### src/sv/pbem_pkg.sv
// ----------------------------------------------------------------------------
// pbem_pkg
// Shared types, constants and helper functions for the exact-match palette
// builder: register map, control states, gray mean and power-of-two rounding.
// ----------------------------------------------------------------------------
package pbem_pkg;

	localparam int unsigned CHAN_W  = 8;
	localparam int unsigned COLOR_W = 3 * CHAN_W;
	localparam int unsigned COUNT_W = 9;
	localparam int unsigned INDEX_W = 8;
	localparam int unsigned PADDR_W = 4;
	localparam int unsigned PDATA_W = 32;

	// reciprocal of three for a 10-bit dividend: floor(x * 683 / 2048)
	localparam int unsigned RECIP3   = 683;
	localparam int unsigned RECIP3_SH = 11;

	typedef logic [1:0] reg_sel_t;
	localparam reg_sel_t REG_BG_RED   = 2'd0;
	localparam reg_sel_t REG_BG_GREEN = 2'd1;
	localparam reg_sel_t REG_BG_BLUE  = 2'd2;

	typedef enum logic {
		ST_IDLE,
		ST_SCAN
	} pbem_state_t;

	function automatic logic [CHAN_W-1:0] gray_mean(
		input logic [CHAN_W-1:0] r,
		input logic [CHAN_W-1:0] g,
		input logic [CHAN_W-1:0] b
	);
		logic [9:0]  sum;
		logic [19:0] prod;
		sum  = {2'b00, r} + {2'b00, g} + {2'b00, b};
		prod = 20'(sum) * 20'(RECIP3);
		return prod[RECIP3_SH +: CHAN_W];
	endfunction

	function automatic logic [COUNT_W-1:0] round_pow2(input logic [COUNT_W-1:0] n);
		logic [COUNT_W:0] s;
		s = (COUNT_W+1)'(2);
		for (int i = 0; i < 8; i++) begin
			if (s < {1'b0, n}) begin
				s = s << 1;
			end
		end
		return s[COUNT_W-1:0];
	endfunction

endpackage

### src/sv/pbem_regs.sv
// ----------------------------------------------------------------------------
// pbem_regs
// APB register block for the background colour; supplies the gray mean used
// to seed entry zero of the palette on a restart.
// ----------------------------------------------------------------------------
module pbem_regs (
	input  logic                          clk,
	input  logic                          arst_n,
	input  logic                          psel,
	input  logic                          penable,
	input  logic                          pwrite,
	input  logic [pbem_pkg::PADDR_W-1:0]  paddr,
	input  logic [pbem_pkg::PDATA_W-1:0]  pwdata,
	output logic [pbem_pkg::PDATA_W-1:0]  prdata,
	output logic                          pready,
	output logic [pbem_pkg::CHAN_W-1:0]   bg_gray
);
	import pbem_pkg::*;

	logic [CHAN_W-1:0] bg_red_q;
	logic [CHAN_W-1:0] bg_green_q;
	logic [CHAN_W-1:0] bg_blue_q;
	logic              wr_en;
	reg_sel_t          sel;

	assign pready = 1'b1;
	assign sel    = paddr[3:2];
	assign wr_en  = psel && penable && pwrite;

	always_ff @(posedge clk or negedge arst_n) begin
		if (!arst_n) begin
			bg_red_q   <= '0;
			bg_green_q <= '0;
			bg_blue_q  <= '0;
		end else if (wr_en) begin
			case (sel)
				REG_BG_RED:   bg_red_q   <= pwdata[CHAN_W-1:0];
				REG_BG_GREEN: bg_green_q <= pwdata[CHAN_W-1:0];
				REG_BG_BLUE:  bg_blue_q  <= pwdata[CHAN_W-1:0];
				default: ;
			endcase
		end
	end

	always_comb begin
		case (sel)
			REG_BG_RED:   prdata = PDATA_W'(bg_red_q);
			REG_BG_GREEN: prdata = PDATA_W'(bg_green_q);
			REG_BG_BLUE:  prdata = PDATA_W'(bg_blue_q);
			default:      prdata = '0;
		endcase
	end

	assign bg_gray = gray_mean(bg_red_q, bg_green_q, bg_blue_q);

endmodule

### config.mk
export PLATFORM = sky130hd
export DESIGN_NAME = pbem_regs
export DESIGN_NICKNAME = d
export VERILOG_FILES = /design/src/sv/pbem_pkg.sv /design/src/sv/pbem_regs.sv
export SDC_FILE = /design/constraint.sdc
export NUM_CORES = 1
export LEC_CHECK = 0
export ABC_AREA = 1
export BUFFER_PORTS_ARGS = -buffer_cell sky130_fd_sc_hd__buf_2
export CORE_UTILIZATION = 45
export CTS_CLUSTER_DIAMETER = 40
export DETAILED_ROUTE_END_ITERATION = 10
export GPL_ROUTABILITY_DRIVEN = 1
export PLACE_DENSITY = 0.73
export SLEW_MARGIN = 40
export SYNTH_ARGS = -nofsm -noshare
export SYNTH_HDL_FRONTEND = slang
export SYNTH_SLANG_ARGS = --single-unit
### constraint.sdc
create_clock -name clk -period 7.2 [get_ports clk]
set_clock_uncertainty 0.15 [all_clocks]
set_input_delay 1.44 -clock clk [delete_from_list [all_inputs] [get_ports clk]]
set_output_delay 1.44 -clock clk [all_outputs]
set_load 0.02 [all_outputs]
# Word-level counts from Yosys, hierarchy flattened
# Cells that the tools add are included.
# word_totals
output_inout_bits	41
reg_bits	24
inputBits	41
wordCells	15
# op_classes
reduce_logical	6
eq_ne	2
muxes	1
addsub	2
mul	1
# ops
cell	count
case mux 8 bit (3 select lines)	1
multiplier 10 x 10 -> 19 bit, second input constant	1
adder 9 x 8 -> 10 bit	1
adder 8 x 8 -> 9 bit	1
AND reduction 2 bit	3
equality test 2 x 1 -> 1 bit, second input constant	1
equality test 2 bit, second input constant	1
logical AND 1 bit	2
logical NOT 2 bit	1

# Longest topological paths before layout
# depth
word_depth	3
depth_mapped	30
ltp_nobuf	30

# Least setup slack after synthesis
# Ideal clock, no wire load.
# synth_path
kind	reg-to-output
from	register bg_red_q[1]
to	output port bg_gray[2] in the netlist's numbering
setup_slack_ns	0.259
path_buffers	0
stages_incl_launch_ff	25
t_required_ns	5.610
arrival_ns	5.351
cell_sequence	dfrtp_1 > inv_1 > fa_1 > inv_1 > ha_1 > fa_1 > nand2_1 > nand3_2 > nand2_2 > o211ai_2 > xor2_1 > ha_1 > ha_1 > fa_1 > fa_1 > inv_1 > fa_1 > inv_1 > ha_1 > a21o_1 > nor2_1 > nand2_1 > nand2_1 > nand2_1 > xor2_1
# synth_between
elab_chain_len	3
# synth_rtl
element	line_no	source
start: declaration	pbem_regs.sv:20	logic [CHAN_W-1:0] bg_red_q;
start signal: assignment	pbem_regs.sv:37	REG_BG_RED: bg_red_q <= pwdata[CHAN_W-1:0];
adder 8 x 8 -> 9 bit	pbem_pkg.sv:36	sum = {2'b00, r} + {2'b00, g} + {2'b00, b};
adder 9 x 8 -> 10 bit	pbem_pkg.sv:36	
multiplier 10 x 10 -> 19 bit	pbem_pkg.sv:37	prod = 20'(sum) * 20'(RECIP3);
end: declaration	pbem_regs.sv:16	output logic [pbem_pkg::CHAN_W-1:0] bg_gray
# Every way passes these cells.

# Worst setup path in the final report
# layout_path
from	register bg_red_q[1]
to	output port bg_gray[4] in the netlist's numbering
# The elaborated chain is that of the path after synthesis.

==> results <==
- Measured along the x axis, the die boundary spans just over 90 um.
- The fraction of layout instances using a drive strength above 1 is 0.238.
- In this run the worst hold path is classified as register to register.
- Hold timing on the final database bottoms out at a slack of around 390 ps.
- The worst reg-to-reg path cell count is 4.
- The post-synthesis async set-or-reset flop share is 1.00.
- During synthesis, Yosys emitted a total of 0 warnings.
- Derived from the worst setup path, the maximum achievable clock frequency is approximately 140 MHz.
- The detailed router's first-iteration violation count is 110.
- The core region is ~0.008 mm^2.
- After global routing the overflow that remains totals 0.
- The deepest clock path buffer count is 2.
- Summed over all nets, the half-perimeter wirelength after detailed placement is between 5000 and 6000 um.
- The critical path starts at bg_red_q[1].
- 0 antenna diodes ended up in the layout.
- The final number of hold-violating endpoints is 0.
- STA classifies the critical path endpoint as a primary output.
- The count of flip-flops with a built-in enable after synthesis is 0.
- In this run, CTS created clock tree buffers numbering 3.
- Setup repair after global routing could not meet its margin everywhere.
- The overall via count from detail_route is a little under 3000.
- For the worst setup path, the data required time is around 5600 ps.
- The end of the critical path is bg_gray[4].
- The area added between synthesis and finish is 13.5%.
- The flow ran to the end, and the final reports show no timing, DRC or antenna violations.
- CTS built an H-tree with a depth of 1.
- Entering global routing, the biggest net connects 25 pins.
- The library cell with the largest summed area after synthesis is ha_1.
- Among all flip-flop cells after synthesis, the most frequent one is dfrtp_1.
- Of the available clock period, the critical path in the final layout requires 0.996.
- Routability-driven placement finished with a final weighted congestion of between 0.8 and 0.9.
- The classification of the worst setup path is register to primary output.
- The arrival time at the worst endpoint is 5580 ps.
- In the synthesized netlist, the number of instances is 453.
- nand2_1 is the most common cell in the netlist.
- Yosys attributes the largest share of cell area to ha_1 (22%), dfrtp_1 (16%), fa_1 (16%).
- The final setup violation count is 0.
- By count the netlist is led by nand2_1 (107), inv_1 (66), ha_1 (65).
- The number of placement rows is 32.
- STA classifies the critical path startpoint as a register.
- The number of hold buffers added after CTS was 0.
- After synthesis the cells add up to 0.00370 mm^2.
- The tree built by TritonCTS fans out to 24 sinks.
- The transition time at the pin with the least slew margin is ~530 ps.
- The max-slew violation total from the final report is 0.
- The post-synthesis cell type count is 31.
- The flop and latch count out of synthesis is 24.
- For this run, the register share of the synthesized area comes to 0.162.
- The floorplan step defined a die boundary enclosing between 0.008 and 0.009 mm^2.
- The initial antenna violation count was 0.
- The worst max-slew margin expressed relative to the limit is 0.644.
- The top-level port count is 82.
- The setup slack of the worst register-to-register path is roughly 6200 ps.
- After detailed routing, the average wire length per cell comes to about 12 um.
- The startpoint of the lowest-slack register-to-register path is bg_red_q[1].
- Clock tree synthesis selected as its root buffer the cell clkbuf_8.
- Of the post-synthesis cell area, the dominant cell type holds 0.220.
- The TritonCTS clock tree is done.
- The number of max-capacitance violations reported is 0.
- Wires add up to a little over 7000 um.
- The final critical delay including setup and external delays is between 7000 and 8000 ps.
- The count of buffers added on input and output ports is 30.
- After clock tree synthesis, the clock-pin slew on the worst setup and hold paths is approximately 80 ps.
- The total number of nets in the final design is roughly 630.
- The number of global-route vias before repair is a little under 3000.
- The global-route wire length before repair is 12600 um.
- The clock insertion delay at the later pin of the skew report is around 260 ps.
- The detail route stage leaves a number of antenna-violating nets equal to 0.
- In the routed design, unresolved DRC markers number 0.
- The die extent in y is slightly above 90 um.
- The synthesized area per cell is 8.18 um^2.
- The initial core utilization is 0.472.
- In this run the worst path has a maximum fanout of 3.
- In the routed layout, each cell is associated on average with a via count of between 4 and 5.
- The detailed-router iteration count before antenna repair is 4.
- The end of the worst register-to-register path is bg_red_q[1].
- Across every metal layer, demand over resource in global routing totals 0.179.
==> sequential cells by signal, indices dropped and copies added (netlist names) <==
signal      count
bg_blue_q       8
bg_green_q      8
bg_red_q        8
==> worst min path at each step <==
stage	from	endpoint	slack, ps	depth (start not counted)
floorplan	bg_green_q[1]	bg_green_q[1]	300	2
global placement	bg_green_q[1]	bg_green_q[1]	320	2
detailed placement	bg_green_q[1]	bg_green_q[1]	320	2
CTS	bg_green_q[1]	bg_green_q[1]	340	2
global route	bg_blue_q[5]	bg_blue_q[5]	410	2
finish	bg_blue_q[1]	bg_blue_q[1]	390	2
==> cell families (layout without fill, tap and decap cells) <==
kind of cell	count (synthesis)	count (layout)	synth area share
and+or+nand+nor	163	163	0.190
buffers and inverters	98	118	0.129
adders and majority gates	95	95	0.382
AOI/OAI and AO/OA	57	57	0.102
DFF	24	24	0.162
xor gates and xnor gates	14	14	0.0331
other	2	25	0.00203
==> per-layer routing <==
layer	wire (um)	global-route usage	share of wire	vias to the layer above
met5	0	0	0	-
met4	75	0.0359	0.010	0
met3	234	0.00575	0.033	9
met2	3520	0.331	0.49	75
met1	3330	0.233	0.46	1388
li1	-	-	-	1483
==> layout by cell type, fill, tap and decap left out, drive strengths merged <==
| master | netlist | layout |
|---|---|---|
| a21o | 3 | 3 |
| a21oi | 20 | 20 |
| and3 | 1 | 1 |
| buf | 28 | 44 |
| clkbuf | 0 | 4 |
| conb | 2 | 25 |
| dfrtp | 24 | 24 |
| fa | 30 | 30 |
| ha | 65 | 65 |
| inv | 70 | 70 |
| nand2 | 117 | 117 |
| nand2b | 1 | 1 |
| nand3 | 23 | 23 |
| nand3b | 1 | 1 |
| nand4 | 1 | 1 |
| nor2 | 18 | 18 |
| nor4 | 1 | 1 |
| o211ai | 3 | 3 |
| o21ai | 31 | 31 |
| xnor2 | 4 | 4 |
| xor2 | 10 | 10 |
==> worst max-delay path: stages (launching register included) <==
cell and delay [ps]:
dfrtp_1 390, inv_2 50, fa_1 530, inv_1 40, ha_2 190, fa_2 370
nand2_1 90, nand3_2 80, nand2_2 100, o211ai_2 80, xor2_1 180, ha_1 350
ha_4 260, fa_1 440, fa_1 510, inv_2 40, fa_1 510, inv_2 50
ha_4 240, a21o_1 180, a21oi_2 140, nand3_2 120, nand2_2 90, nand2_1 50
nand2_1 50, nand2_1 50, buf_6 130
==> per-stage QoR <==
step           instance area (um^2)  TNS [ps]  utilization  setup slack, ps  std cells
3_5_place_dp                   3880         0        0.495            0.655        584
4_1_cts                        4110         0        0.523             1.17        594
2_1_floorplan                  3790         0            -              259        476
5_1_grt                        4210     -1850        0.536             -260        598
6_report                       4210         0        0.536             29.9        598
3_3_place_gp                   3880         0        0.495             82.8        584
==> area by class of cell <==
class                      instances  area, um^2
timing repair buffer              44         278
clock buffer                       4        55.1
inverter                          70         263
fill                             721        3640
sequential                        24         601
tap                              102         128
multi-input combinational        354        2880
==> repair_timing <==
action	4_1_cts	5_1_grt
pin swaps	15	18
resized for setup	24	17
setup buffers	6	4
endpoints found under the setup margin	8	8
Power is left out: the tool's default activity adds up to more than one toggle a clock period on the data nets, which glitch-free logic cannot reach.
